**src/rtl/bdpd_pkg.sv**
```systemverilog
// Shared types, codes and constants of the block delta patch decoder.
package bdpd_pkg;

  // Command codes on the input stream
  localparam logic [1:0] CMD_PAYLOAD  = 2'd0;
  localparam logic [1:0] CMD_READ     = 2'd1;
  localparam logic [1:0] CMD_READ_CLR = 2'd2;

  // Status codes on the output stream
  localparam logic [1:0] ST_ACCEPTED = 2'd0;
  localparam logic [1:0] ST_OBSOLETE = 2'd1;
  localparam logic [1:0] ST_IGNORED  = 2'd2;
  localparam logic [1:0] ST_READ     = 2'd3;

  // Header field masks
  localparam logic [7:0] MASK_NIB  = 8'h0F;
  localparam logic [7:0] MASK_SIX  = 8'h3F;
  localparam logic [2:0] MASK_FORM = 3'h7;

  typedef enum logic [2:0] {
    PH_HDR  = 3'd0,
    PH_EXT1 = 3'd1,
    PH_EXT2 = 3'd2,
    PH_EXT3 = 3'd3,
    PH_EXT4 = 3'd4,
    PH_DATA = 3'd5
  } phase_e;

  typedef enum logic [2:0] {
    S_CLEAR,
    S_IDLE,
    S_READ,
    S_COMMIT
  } ctrl_e;

  // Request to copy a finished run from the staging buffer to the state memory
  typedef struct packed {
    logic        valid;
    logic [24:0] base;
    logic [8:0]  len;
  } commit_req_t;

  // Result of one payload byte
  typedef struct packed {
    logic [1:0] status;
    logic       done;
  } parse_res_t;

  // Extra header bytes per long form
  function automatic logic [2:0] extra_bytes(input logic [2:0] form);
    logic [2:0] n;
    unique case (form)
      3'd0, 3'd1, 3'd7: n = 3'd1;
      3'd2, 3'd3:       n = 3'd2;
      3'd4, 3'd5:       n = 3'd3;
      default:          n = 3'd4;
    endcase
    return n;
  endfunction

endpackage

```
**src/rtl/bdpd_parser.sv**
```systemverilog
// Mutation sequencing and run header parser of the patch decoder.
module bdpd_parser import bdpd_pkg::*; #(
  parameter int STATE_BYTES = 4096
) (
  input  logic        clk_i,
  input  logic        rst_ni,
  input  logic        step_i,
  input  logic [7:0]  byte_i,
  input  logic        last_i,
  input  logic [31:0] seq_i,
  output parse_res_t  res_o,
  output logic        buf_we_o,
  output logic [7:0]  buf_addr_o,
  output logic [7:0]  buf_data_o,
  output commit_req_t commit_o
);

  localparam logic [25:0] Limit = 26'(STATE_BYTES);

  logic [31:0] last_seq_q, last_seq_d;
  phase_e      phase_q, phase_d;
  logic [7:0]  hdr_q, hdr_d;
  logic [23:0] acc_q, acc_d;
  logic [24:0] wi_q, wi_d;
  logic [8:0]  rlen_q, rlen_d;
  logic [8:0]  rcnt_q, rcnt_d;
  logic        stop_q, stop_d;
  logic        inmut_q, inmut_d;

  // Parse one byte
  always_comb begin
    logic        start;
    logic        do_run;
    logic [23:0] off;
    logic [7:0]  lenm1;
    logic [8:0]  len;
    logic [24:0] wnew;
    logic [2:0]  form;
    logic [7:0]  b1, b2, b3;
    logic [8:0]  rnext;

    last_seq_d = last_seq_q;
    phase_d    = phase_q;
    hdr_d      = hdr_q;
    acc_d      = acc_q;
    wi_d       = wi_q;
    rlen_d     = rlen_q;
    rcnt_d     = rcnt_q;
    stop_d     = stop_q;
    inmut_d    = inmut_q;
    res_o      = '{status: ST_ACCEPTED, done: 1'b0};
    buf_we_o   = 1'b0;
    buf_addr_o = rcnt_q[7:0];
    buf_data_o = byte_i;
    commit_o   = '{valid: 1'b0, base: wi_q, len: rlen_q};
    start      = 1'b0;
    do_run     = 1'b0;
    off        = '0;
    lenm1      = '0;
    len        = '0;
    wnew       = '0;
    form       = hdr_q[3:1] & MASK_FORM;
    b1         = '0;
    b2         = '0;
    b3         = '0;
    rnext      = rcnt_q + 9'd1;

    if (step_i) begin
      if (!inmut_q && (seq_i <= last_seq_q)) begin
        res_o.status = ST_OBSOLETE;
      end else begin
        // Open a new mutation
        if (!inmut_q) begin
          start      = 1'b1;
          last_seq_d = seq_i;
          inmut_d    = 1'b1;
          stop_d     = 1'b0;
          wi_d       = '0;
          phase_d    = PH_HDR;
          rcnt_d     = '0;
        end
        if (stop_d) begin
          res_o.status = ST_IGNORED;
        end else begin
          unique case (phase_d)
            PH_EXT1, PH_EXT2, PH_EXT3, PH_EXT4: begin
              if (phase_d == PH_EXT1) acc_d[7:0]   = byte_i;
              if (phase_d == PH_EXT2) acc_d[15:8]  = byte_i;
              if (phase_d == PH_EXT3) acc_d[23:16] = byte_i;
              b1 = acc_d[7:0];
              b2 = acc_d[15:8];
              b3 = acc_d[23:16];
              if (3'(phase_d) >= extra_bytes(form)) begin
                do_run = 1'b1;
                unique case (form)
                  3'd0: begin off = 24'(b1 & MASK_NIB); lenm1 = {4'd0, b1[7:4]}; end
                  3'd1: begin off = 24'(b1 & MASK_SIX); lenm1 = {6'd0, b1[7:6]}; end
                  3'd2: begin off = 24'(b1); lenm1 = b2; end
                  3'd3: begin off = {12'd0, b2[3:0], b1}; lenm1 = {4'd0, b2[7:4]}; end
                  3'd4: begin off = {8'd0, b2, b1}; lenm1 = b3; end
                  3'd5: begin off = {4'd0, b3[3:0], b2, b1}; lenm1 = {4'd0, b3[7:4]}; end
                  3'd6: begin off = {b3, b2, b1}; lenm1 = byte_i; end
                  default: begin off = 24'(b1); lenm1 = {4'd0, hdr_q[7:4]}; end
                endcase
              end else begin
                phase_d = phase_e'(3'(phase_d) + 3'd1);
              end
            end
            PH_DATA: begin
              // Stage the byte; hand the run over once complete
              buf_we_o = 1'b1;
              rcnt_d   = rnext;
              if (rnext >= rlen_q) begin
                commit_o.valid = 1'b1;
                commit_o.base  = wi_d;
                wi_d           = wi_d + 25'(rlen_q);
                phase_d        = PH_HDR;
              end
            end
            default: begin
              if (byte_i[0]) begin
                do_run = 1'b1;
                off    = 24'(byte_i[4:1]);
                lenm1  = {5'd0, byte_i[7:5]};
              end else begin
                hdr_d   = byte_i;
                acc_d   = '0;
                phase_d = PH_EXT1;
              end
            end
          endcase
          // Start the run or stop on an out-of-bounds header
          if (do_run) begin
            len  = 9'(lenm1) + 9'd1;
            wnew = wi_d + 25'(off);
            wi_d = wnew;
            if ({1'b0, wnew} + 26'(len) > Limit) begin
              stop_d  = 1'b1;
              phase_d = PH_HDR;
            end else begin
              rlen_d  = len;
              rcnt_d  = '0;
              phase_d = PH_DATA;
            end
          end
        end
        // Close the mutation, dropping any partial run
        if (last_i) begin
          res_o.done = 1'b1;
          inmut_d    = 1'b0;
          phase_d    = PH_HDR;
          rcnt_d     = '0;
        end
      end
    end
    if (start) begin
      buf_addr_o = rcnt_d[7:0];
    end
  end

  // Parser state
  always_ff @(posedge clk_i or negedge rst_ni) begin
    if (!rst_ni) begin
      last_seq_q <= '0;
      phase_q    <= PH_HDR;
      hdr_q      <= '0;
      acc_q      <= '0;
      wi_q       <= '0;
      rlen_q     <= '0;
      rcnt_q     <= '0;
      stop_q     <= 1'b0;
      inmut_q    <= 1'b0;
    end else begin
      last_seq_q <= last_seq_d;
      phase_q    <= phase_d;
      hdr_q      <= hdr_d;
      acc_q      <= acc_d;
      wi_q       <= wi_d;
      rlen_q     <= rlen_d;
      rcnt_q     <= rcnt_d;
      stop_q     <= stop_d;
      inmut_q    <= inmut_d;
    end
  end

endmodule

```
**config.mk**
```make
export PLATFORM = sky130hd
export DESIGN_NAME = bdpd_parser
export DESIGN_NICKNAME = d
export VERILOG_FILES = /design/src/rtl/bdpd_pkg.sv /design/src/rtl/bdpd_parser.sv
export SDC_FILE = /design/constraint.sdc
export NUM_CORES = 1
export LEC_CHECK = 0
export ABC_AREA = 1
export BUFFER_PORTS_ARGS = -buffer_cell sky130_fd_sc_hd__buf_4
export CAP_MARGIN = 20
export CORE_AREA = 2 2 171 173
export DETAILED_ROUTE_END_ITERATION = 10
export DIE_AREA = 0 0 173 175
export SYNTH_ARGS = -nofsm -noshare
export SYNTH_HDL_FRONTEND = slang
export SYNTH_SLANG_ARGS = --single-unit
```
**constraint.sdc**
```tcl
create_clock -name clk_i -period 17.1 [get_ports clk_i]
set_input_delay 2.565 -clock clk_i [delete_from_list [all_inputs] [get_ports clk_i]]
set_output_delay 2.565 -clock clk_i [all_outputs]
set_load 0.02 [all_outputs]
```
==> key figures, run 1 <==
Worst setup path
  – Worst path max stage delay: around 0.68 ns
  – Worst Setup SP: seq_i[11]
  – Worst path slowest cell: clkinv_1
  – Crit path max fanout: a little over 70
  – FF-to-FF path depth: between 40 and 50
  – Critical path buffers and inverters: 6
  – CP endpoint kind: output pin
  – Crit. path cell count: 18
  – Delay-heaviest family, CP: buffers and inverters
  – Most Frequent Cell on Critical Path: nand2_1
  – CP Class: input port to output pin
  – Worst R2R Setup Slack: ~9.5 ns
  – Critical path destination: buf_addr_o[2]
  – Crit path DAT: roughly 6.1 ns
  – CP Launch Type: input port
  – Req. time, crit path: between 10 and 15 ns
  – Worst path cell trace: buf_4, ha_1, a21oi_1, o21ai_0, nand2_1, o211ai_1, o21ai_0, nand3_1, nand2_1, nand2_1, nand2_1, buf_4, clkinv_1, nand2_2, buf_4, nand2_1, inv_1, buf_4
  – R2r endpoint: rlen_q[5]$_DFFE_PN0P_
  – R2r startpoint: rcnt_q[0]$_DFF_PN0_

CTS
  – # Post-CTS Setup Buffers: 0
  – Post-CTS Hold Buffers: 0
  – CTS root buffer: clkbuf_16
  – CTS H-tree lvls: 3
  – CTS Sinks: between 100 and 150
  – Worst-Skew Late Latency: 0.37 ns
  – Maximum root-to-sink buffer count: 2
  – CTS buffer count: 9
  – Reg clk slew, reported paths: 0.09 ns
  – CTS tree: yes
  – Post-CTS sizing: 0

Drt
  – ANT nets after route: 0
  – Number of remaining DRC errors: 0
  – DR pass1 iterations: 5
  – Via total after detailed routing: between 10000 and 15000
  – DRT iter0 DRCs: 820
  – Via/cell ratio: between 5 and 6
  – Total wire length: roughly 35 mm
  – Routed len/inst: roughly 16 um

Power and ir drop
  – Sequential Power Share: 0.281
  – Static leakage: ~6.4 nW
  – Switching share of power: 0.510
  – Logic pwr share: 0.571
  – Power share of the clock group: 0.148
  – Maximum vdd drop: between 0.05 and 0.06 mV
  – Pint: 758 uW
  – Pwr dens: 124 nW/um^2
  – Pwr Total: ~1.5 mW
  – Net Switching: 788 uW

Logic synthesis
  – Syn Nets: ~1900
  – Syn Inst Count: approximately 1800
  – Synth warn: 0
  – Mapped cell area: between 10000 and 15000 um^2
  – Yosys top cell area share: 0.248
  – Seq cells post-synth: 111
  – Netlist cell types: around 50
  – EDFF count, synth: 0
  – Area leader, netlist: dfrtp_1
  – Sequential area share after synthesis: 0.248
  – Most frequent cells after synthesis: 455 x nand2_1, 254 x inv_1, 188 x nor2_1
  – Ranking of synthesized cells by area: dfrtp_1 25%, nand2_1 15%, ha_1 10%, inv_1 8.5%, nor2_1 6.3%
  – Most frequently used flop master after synthesis: dfrtp_1
  – Synth async-reset ratio: 1.00
  – Syn avg cell area: roughly 6.3 um^2
  – Most common cell in the netlist: nand2_1

Global routing
  – First-pass GRT wire length: between 50 and 60 mm
  – GRT overflow: 0
  – Global-route usage over all layers: 0.232
  – Largest net degree at the start of global routing: between 70 and 80
  – Vias in the first global route: between 10000 and 15000
  – Initial antenna violation count: 0

STA
  – TNS Setup: 0 ns
  – # setup viols final: 0
  – Highest Clock Rate: 115 MHz
  – Slew margin rel.: 0.349
  – Final hold vios: 0
  – Max-slew violations: 0
  – Min Tclk post-route: a little under 9 ns
  – Clk_skew: approximately 0.0099 ns
  – Period utilization: 0.509
  – Worst-Margin Slew: 0.972 ns
  – RSZ-0062 raised after global routing: false

Place
  – Buffers added on ports: 98
  – Routability cong.: between 0.9 and 1
  – Hpwl dp: about 28 mm

Cells and area
  – Fill cell count: between 3000 and 4000
  – Area delta synth->final: 11.2%
  – Fin nets: 1943
  – Ant diodes: 0
  – Share of cells above drive strength 1: 0.105

Floorplan
  – Row Count: 62
  – Core footprint: ~28000 um^2
  – Die Ht: ~180 um
  – I/O pins: 99
  – Initial Utilization: 0.394
  – Die Wd: roughly 170 um
  – Die area: 30300 um^2

Outcome
  – Status: completed

Min path
  – HP Class: flop to flop
  – Min-delay src: acc_q[17]$_DFFE_PN0P_

Run
  – Max Cap Viol: 0
## placed cells by master, fill, tap and decap left out, drive strengths merged
cell,netlist,final
nand2,470,470
inv,263,266
nor2,201,201
a21oi,138,138
o21ai,115,115
dfrtp,111,111
buf,20,107
nand3,98,98
ha,93,93
xor2,33,33
nand4,26,26
nor3,26,26
o22ai,16,16
o211ai,14,14
xnor2,13,13
o31ai,9,9
clkbuf,59,9
a31oi,7,7
clkinv,3,6
a211oi,5,5
nand3b,5,5
or2,4,4
nor4,4,4
o21bai,4,4
a2bb2oi,4,4
o2111ai,3,3
a221oi,3,3
fa,3,3
o21a,2,2
o221ai,2,2
a21o,2,2
a41oi,2,2
a22oi,2,2
a21boi,1,1
and2,1,1
a22o,1,1
a32o,1,1
clkinvlp,0,1
## state kept, by name (all words and copies together) (netlist names)
signal      count
last_seq_q     32
acc_q          24
hdr_q           7
rlen_q          9
wi_q           25
phase_q         3
rcnt_q          9
stop_q          1
inmut_q         1
## power groups by stage
stage                     Combinational (mW)  Clock, mW  Sequential [mW]
after global placement                 0.868          0            0.437
after CTS                              0.881      0.236            0.433
after detailed placement               0.878          0            0.437
after floorplan                        0.634          0            0.415
after global routing                   0.992      0.245            0.446
final                                  0.883      0.229            0.434
## worst min-delay path by stage
stage                                  endpoint  slack (ns)  depth (start not counted)
after floorplan           acc_q[17]$_DFFE_PN0P_        0.45                          2
after global placement     hdr_q[4]$_DFFE_PN0P_        0.46                          2
after detailed placement   hdr_q[5]$_DFFE_PN0P_        0.47                          2
after CTS                  hdr_q[5]$_DFFE_PN0P_        0.49                          2
after global routing       hdr_q[4]$_DFFE_PN0P_        0.50                          2
final                     acc_q[17]$_DFFE_PN0P_        0.49                          2
## area by class of cell
type	instances	area [um^2]	area share
Multi-Input combinational cell	1308	7080	0.568
Sequential cell	111	2780	0.223
Inverter	266	998	0.0802
Timing Repair Buffer	107	803	0.0645
Tap cell	384	480	0.0386
Clock buffer	9	225	0.0181
Clock inverter	7	92.6	0.00743
## worst register-to-register path, delay by kind of cell, from the launching register on
kind	cells	cell delay (ns)
AO/OA/AOI/OAI	3	0.96
buffers and inverters	5	0.54
adder cells (fa/ha/maj)	4	1.29
AND/OR/NAND/NOR	27	3.89
XOR/XNOR	2	0.33
flip-flops	1	0.49
## cells by family (layout without fill, tap and decap cells)
group,count (synthesis),after routing,synth area share
AO/OA/AOI/OAI,331,331,0.168
XOR/XNOR,46,46,0.0360
adder cells (fa/ha/maj),96,96,0.109
buffers and inverters,345,389,0.121
flip-flops,111,111,0.248
AND/OR/NAND/NOR,835,835,0.319
## metal layers
metal,share of wire,vias up,track usage
met3,0.040,28,0.0261
met5,0,-,0
li1,-,5763,-
met4,0.015,0,0.0491
met2,0.46,264,0.390
met1,0.49,5242,0.322
## per-stage QoR
stage / std cells / worst slack (ns) / utilization / hold slack, ns / cell area (um^2)
2_1_floorplan: 1764 / 9.85 / - / 0.446 / 11200
3_3_place_gp: 2176 / 8.54 / 0.427 / 0.461 / 12100
3_5_place_dp: 2176 / 8.38 / 0.427 / 0.468 / 12100
4_1_cts: 2192 / 8.38 / 0.439 / 0.489 / 12500
5_1_grt: 2192 / 7.92 / 0.439 / 0.503 / 12500
6_report: 2192 / 8.40 / 0.439 / 0.486 / 12500
Power figures use the tool's default switching activity.
==> run 2: changes to the inputs <==
- ABC_AREA: 1 -> 0
- CORE_AREA: 2 2 171 173 -> 2 2 165 167
- DIE_AREA: 0 0 173 175 -> 0 0 167 169
- clock period: 17.1 -> 8.25 ns (I/O delays scaled with it)
==> key figures, run 2 <==
Outcome
  – Status: completed

STA
  – Min Tclk post-route: approximately 7.6 ns
  – Period utilization: 0.922
  – Slack of the critical path: 0.645 ns (-7.75 ns)
  – Max-slew violations: 0 (unchanged)
  – Slew margin rel.: 0.370 (+0.0209)
  – Final hold vios: 0 (unchanged)
  – # setup viols final: 0 (unchanged)
  – Clk_skew: 0.0118 ns (+0.00188 ns)
  – Highest Clock Rate: around 130 MHz
  – RSZ-0062 raised after global routing: false
  – Worst-Margin Slew: 0.937 ns (-0.0350 ns)
  – TNS Setup: 0 ns (unchanged)

Floorplan
  – I/O pins: 99 (unchanged)
  – Die Ht: 169 um (-3.4%)
  – Row Count: 60 (-3.2%)
  – Core footprint: 26500 um^2 (-6.7%)
  – Die Wd: 167 um (-3.5%)
  – Die area: 28200 um^2 (-6.8%)
  – Initial Utilization: 0.391 (-0.00305)

Drt
  – Number of remaining DRC errors: 0 (unchanged)
  – DR pass1 iterations: 6 (+1)
  – Via/cell ratio: 5.71 (+11%)
  – DRT iter0 DRCs: 572 (-30%)
  – Total wire length: 29.6 mm (-15%)
  – Via total after detailed routing: 9411 (-17%)
  – ANT nets after route: 0 (unchanged)
  – Routed len/inst: 18.0 um (+12%)

CTS
  – CTS Sinks: 111 (unchanged)
  – CTS root buffer: clkbuf_16
  – Reg clk slew, reported paths: 0.09 ns (about the same)
  – Worst-Skew Late Latency: 0.37 ns (about the same)
  – CTS buffer count: 9 (unchanged)
  – Maximum root-to-sink buffer count: 2 (unchanged)
  – CTS H-tree lvls: 3 (unchanged)
  – CTS tree: yes

Cells and area
  – Post-route insts no fill: 1649 (-25%)
  – Ant diodes: 0 (unchanged)
  – Most common cell after layout, fill and taps aside: nand2_1
  – Largest reg by FF count: last_seq_q
  – Fill cell count: 2725 (-11%)
  – Most frequent cells in the layout: 139 x nand2_1, 114 x buf_4, 111 x dfrtp_1
  – Largest register FFs: 32 (unchanged)
  – Area delta synth->final: 11.8%
  – Top flop regs: last_seq_q: 32 flops, wi_q: 25 flops, acc_q: 24 flops
  – Share of cells above drive strength 1: 0.155 (+0.0507)
  – Fin nets: 1443 (-26%)

Worst setup path
  – Crit path DAT: 7.87 ns (+1.73 ns)
  – Worst path slowest cell: nor4_4
  – CP Launch Type: flop
  – Crit path max fanout: 16 (-78%)
  – CP endpoint kind: flop
  – Worst path max stage delay: 0.49 ns (-0.19 ns)
  – CP Class: flop to flop
  – Worst R2R Setup Slack: 0.64 ns (-8.82 ns)
  – Req. time, crit path: 8.51 ns (-6.02 ns)
  – Worst Setup SP: rcnt_q[0]$_DFF_PN0_
  – R2r startpoint: rcnt_q[0]$_DFF_PN0_

Global routing
  – First-pass GRT wire length: 47.7 mm (-16%)
  – Largest net degree at the start of global routing: 66 (-9.6%)
  – Global-route usage over all layers: 0.210 (-0.0225)
  – Vias in the first global route: 8903 (-17%)
  – GRT overflow: 0 (unchanged)
  – Initial antenna violation count: 0 (unchanged)

Logic synthesis
  – Seq cells post-synth: 111 (unchanged)
  – Synth warn: 0 (unchanged)
  – Most frequently used flop master after synthesis: dfrtp_1
  – Netlist cell types: 82 (+61%)
  – Mapped cell area: 10400 um^2 (-7.4%)
  – EDFF count, synth: 0 (unchanged)
  – Area leader, netlist: dfrtp_1
  – Most frequent cells after synthesis: 139 x nand2_1, 111 x dfrtp_1, 103 x nor2_1
  – Syn Inst Count: 1271 (-28%)
  – Synth async-reset ratio: 1.00 (unchanged)
  – Syn Nets: 1411 (-26%)
  – Yosys top cell area share: 0.268 (+0.0198)
  – Syn avg cell area: 8.16 um^2 (+29%)
  – Ranking of synthesized cells by area: dfrtp_1 27%, ha_1 11%, nand2_1 5.0%, mux2_2 4.6%, o21ai_0 3.9%
  – Sequential area share after synthesis: 0.268 (+0.0198)
  – Most common cell in the netlist: nand2_1

Power and ir drop
  – Pwr Total: 2.61 mW (+69%)
  – Static leakage: 5.46 nW (-15%)
  – Pwr dens: 225 nW/um^2 (+81%)
  – Maximum vdd drop: 0.158 mV (+180%)

Min path
  – Min-delay src: acc_q[7]$_DFFE_PN0P_
  – HP Class: flop to flop

Place
  – Routability cong.: 0.894 (-9.1%)
  – Buffers added on ports: 98 (unchanged)
  – Hpwl dp: 23.2 mm (-17%)
  – Dpl cells: 1632 (-25%)
  – Pre-CTS setup slack: 0.451 ns (-7.93 ns)

Run
  – Max Cap Viol: 0 (unchanged)
-- run 2: cell types whose count changed after synthesis, sizes merged, moves of 25 or more --
cell and change:
a21o +25, nand2 -330, nand3 -55, mux2i +39, a21oi -60, nor2 -98
inv -194, mux2 +45
-- run 2: final cells by class --
type                       count  area (um^2)  area share
inverter                      69          259      0.0223
multi-input combinational    998         6970       0.601
clock buffer                   9          225      0.0194
clock inverter                 7         82.6     0.00712
sequential                   111         2780       0.239
timing repair buffer         114          856      0.0738
tap                          341          427      0.0368
-- run 2: kinds of logic (layout without fill, tap and decap cells) --
group / Yosys count / count (layout) / synth area share
compound gates: 335 / 335 / 0.216
fa+ha+maj: 96 / 96 / 0.118
buf+inv: 162 / 199 / 0.0628
xor+xnor: 54 / 54 / 0.0463
simple gates: 428 / 428 / 0.201
flops: 111 / 111 / 0.268
mux: 85 / 85 / 0.0887
-- run 2: metrics by stage --
step	instance area, um^2	hold slack [ns]	utilization
after floorplan	10400	0.449	-
after detailed placement	11300	0.470	0.425
after CTS	11600	0.489	0.437
final	11600	0.487	0.438
after global routing	11600	0.517	0.438
after global placement	11300	0.462	0.425
-- run 2: layer usage --
metal	vias to the layer above	wire length, um	global-route usage
met5	-	0	0
met4	0	744	0.0622
met3	48	1200	0.0311
met2	222	14200	0.361
met1	4530	13500	0.273
li1	4611	-	-
-- run 2: worst max-delay path, delay by kind of cell, from the launching register on --
family,cells,cell delay (ns)
AO/OA/AOI/OAI,14,2.86
AND/OR/NAND/NOR,10,2.57
adder cells (fa/ha/maj),4,1.26
flip-flops,1,0.48
buffers and inverters,1,0.20
XOR/XNOR,1,0.10
-- run 2: worst paths after layout --
path | to | depth (start not counted)
hold / removal | acc_q[7]$_DFFE_PN0P_ | 2
min in group asynchronous | last_seq_q[13]$_DFFE_PN0P_ | 1
max in group asynchronous | wi_q[16]$_DFFE_PN0P_ | 2
setup / recovery | rcnt_q[4]$_DFF_PN0_ | 30
setup reg to reg | rcnt_q[4]$_DFF_PN0_ | 30
hold reg to reg | acc_q[7]$_DFFE_PN0P_ | 2
-- run 2: power breakdown --
part | switching (mW) | total (mW) | internal (mW) | leakage, nW
Sequential | 0.130 | 0.825 | 0.696 | 1.43
Combinational | 0.771 | 1.31 | 0.544 | 3.87
Clock | 0.248 | 0.468 | 0.220 | 0.148
Total | 1.15 | 2.61 | 1.46 | 5.46
-- run 2: timing repair --
action	4_1_cts	5_1_grt
buffers inserted	0	1
setup endpoints to repair	0	17
hold buffers	0	0
resized for setup	0	2
==> run 3: changes to the inputs <==
- ABC_AREA: 0 -> not set
- CAP_MARGIN: 20 -> 0
- clock period: 8.25 -> 8.9 ns (I/O delays scaled with it)
==> key figures, run 3 (synthesis results as in run 2) <==
Outcome
  – Status: completed

Cells and area
  – Fin nets: 1438 (-0.35%)
  – Largest reg by FF count: last_seq_q
  – Ant diodes: 0 (unchanged)
  – Most frequent cells in the layout: 139 x nand2_1, 111 x dfrtp_1, 109 x buf_4
  – Final core occ: 0.436 (-0.00179)
  – Fill cell count: 2691 (-1.2%)
  – Share of cells above drive strength 1: 0.152 (-0.00324)
  – Most common cell after layout, fill and taps aside: nand2_1
  – Register Area: 2780 um^2 (unchanged)
  – Area delta synth->final: 11.4%
  – Multi-input gate area: 6960 um^2 (-0.25%)
  – Largest register FFs: 32 (unchanged)
  – Top flop regs: last_seq_q: 32 flops, wi_q: 25 flops, acc_q: 24 flops

CTS
  – CTS Sinks: 111 (unchanged)
  – CTS root buffer: clkbuf_16
  – # Post-CTS Setup Buffers: 0 (unchanged)
  – Worst-Skew Late Latency: 0.37 ns (about the same)
  – CTS H-tree lvls: 3 (unchanged)
  – Reg clk slew, reported paths: 0.08 ns (about the same)
  – Post-CTS Hold Buffers: 0 (unchanged)
  – CTS tree: yes
  – CTS buffer count: 9 (unchanged)
  – Maximum root-to-sink buffer count: 2 (unchanged)
  – Post-CTS sizing: 0 (unchanged)

Floorplan
  – Die area: 28200 um^2 (unchanged)
  – Die Wd: 167 um (unchanged)
  – Core footprint: 26500 um^2 (unchanged)
  – I/O pins: 99 (unchanged)
  – Die Ht: 169 um (unchanged)
  – Initial Utilization: 0.391 (unchanged)
  – Row Count: 60 (unchanged)

Drt
  – Total wire length: 29.4 mm (-0.96%)
  – DRT iter0 DRCs: 535 (-6.5%)
  – DR pass1 iterations: 8 (+2)
  – Routed len/inst: 17.9 um (-0.66%)
  – ANT nets after route: 0 (unchanged)
  – Via/cell ratio: 5.65 (-1.0%)
  – Via total after detailed routing: 9288 (-1.3%)
  – Number of remaining DRC errors: 0 (unchanged)

STA
  – Max-slew violations: 0 (unchanged)
  – Slew margin rel.: 0.330 (-0.0406)
  – Final hold vios: 0 (unchanged)
  – Highest Clock Rate: 122 MHz (-7.6%)
  – Worst-Margin Slew: 1.01 ns (+0.0682 ns)
  – Clk_skew: 0.0172 ns (+0.00539 ns)
  – Min Tclk post-route: 8.23 ns (+0.623 ns)
  – Final hold slack: 0.485 ns (-0.00186 ns)
  – Slack of the critical path: 0.671 ns (+0.0267 ns)
  – TNS Setup: 0 ns (unchanged)
  – Period utilization: 0.925 (+0.00271)
  – # setup viols final: 0 (unchanged)
  – RSZ-0062 raised after global routing: false

Place
  – Routability cong.: 0.875 (-2.1%)
  – Hpwl dp: 23.0 mm (-0.80%)
  – Buffers added on ports: 98 (unchanged)
  – Pre-CTS setup slack: 0.805 ns (+0.354 ns)

Worst setup path
  – Req. time, crit path: 9.16 ns (+0.65 ns)
  – Crit path DAT: 8.49 ns (+0.62 ns)
  – Most Frequent Cell on Critical Path: ha_1
  – Worst path max stage delay: 0.53 ns (+0.04 ns)
  – CP Class: flop to flop
  – Crit path max fanout: 19 (+3)
  – CP Launch Type: flop
  – Worst path slowest cell: nor4b_2
  – CP endpoint kind: flop

Global routing
  – Vias in the first global route: 9098 (+2.2%)
  – Largest net degree at the start of global routing: 68 (+3.0%)
  – GRT overflow: 0 (unchanged)
  – Global-route usage over all layers: 0.209 (-0.000625)
  – First-pass GRT wire length: 47.9 mm (+0.35%)
  – Initial antenna violation count: 0 (unchanged)

Power and ir drop
  – Static leakage: 5.42 nW (-0.69%)
  – Pwr dens: 207 nW/um^2 (-7.8%)
  – Maximum vdd drop: 0.120 mV (-24%)

Run
  – Max Cap Viol: 0 (unchanged)

Min path
  – HP Class: flop to flop
## run 3: metal layers
layer | track usage | wire (um)
met1 | 0.276 | 13500
met2 | 0.356 | 13800
met4 | 0.0697 | 839
met3 | 0.0262 | 1200
met5 | 0 | 0
## run 3: area by class of cell
class / count / share of cell area
clock inverter: 7 / 0.00780
multi-input combinational: 998 / 0.602
sequential: 111 / 0.240
tap: 341 / 0.0369
clock buffer: 9 / 0.0195
timing repair buffer: 109 / 0.0708
inverter: 69 / 0.0224
## run 3: final timing paths
kind	start	endpoint	slack (ns)	cells after the start
min	acc_q[4]$_DFFE_PN0P_	acc_q[4]$_DFFE_PN0P_	0.49	2
max	rcnt_q[0]$_DFF_PN0_	rcnt_q[7]$_DFF_PN0_	0.67	30
max reg2reg	rcnt_q[0]$_DFF_PN0_	rcnt_q[7]$_DFF_PN0_	0.67	30
min in group asynchronous	rst_ni	last_seq_q[14]$_DFFE_PN0P_	0.94	1
min reg2reg	acc_q[4]$_DFFE_PN0P_	acc_q[4]$_DFFE_PN0P_	0.49	2
max in group asynchronous	rst_ni	wi_q[17]$_DFFE_PN0P_	6.61	2
## run 3: critical path, delay by kind of cell, from the launching register on
kind	cells	cell delay [ns]
DFF	1	0.49
xor gates and xnor gates	1	0.18
muxes	1	0.16
AOI/OAI and AO/OA	12	2.55
buffers and inverters	1	0.18
and+or+nand+nor	10	2.89
adders and majority gates	5	1.66
## run 3: power breakdown
part | switching (mW) | total, mW | internal [mW]
Sequential | 0.104 | 0.749 | 0.645
Clock | 0.229 | 0.433 | 0.203
Combinational | 0.716 | 1.21 | 0.497
## run 3: metrics by stage
| stage | cells | area (um^2) | power [mW] |
|---|---|---|---|
| 2_1_floorplan | 1271 | 10400 | 1.63 |
| 3_3_place_gp | 1628 | 11200 | 1.95 |
| 3_5_place_dp | 1628 | 11200 | 1.97 |
| 4_1_cts | 1644 | 11600 | 2.41 |
| 5_1_grt | 1644 | 11600 | 2.59 |
| 6_report | 1644 | 11600 | 2.39 |
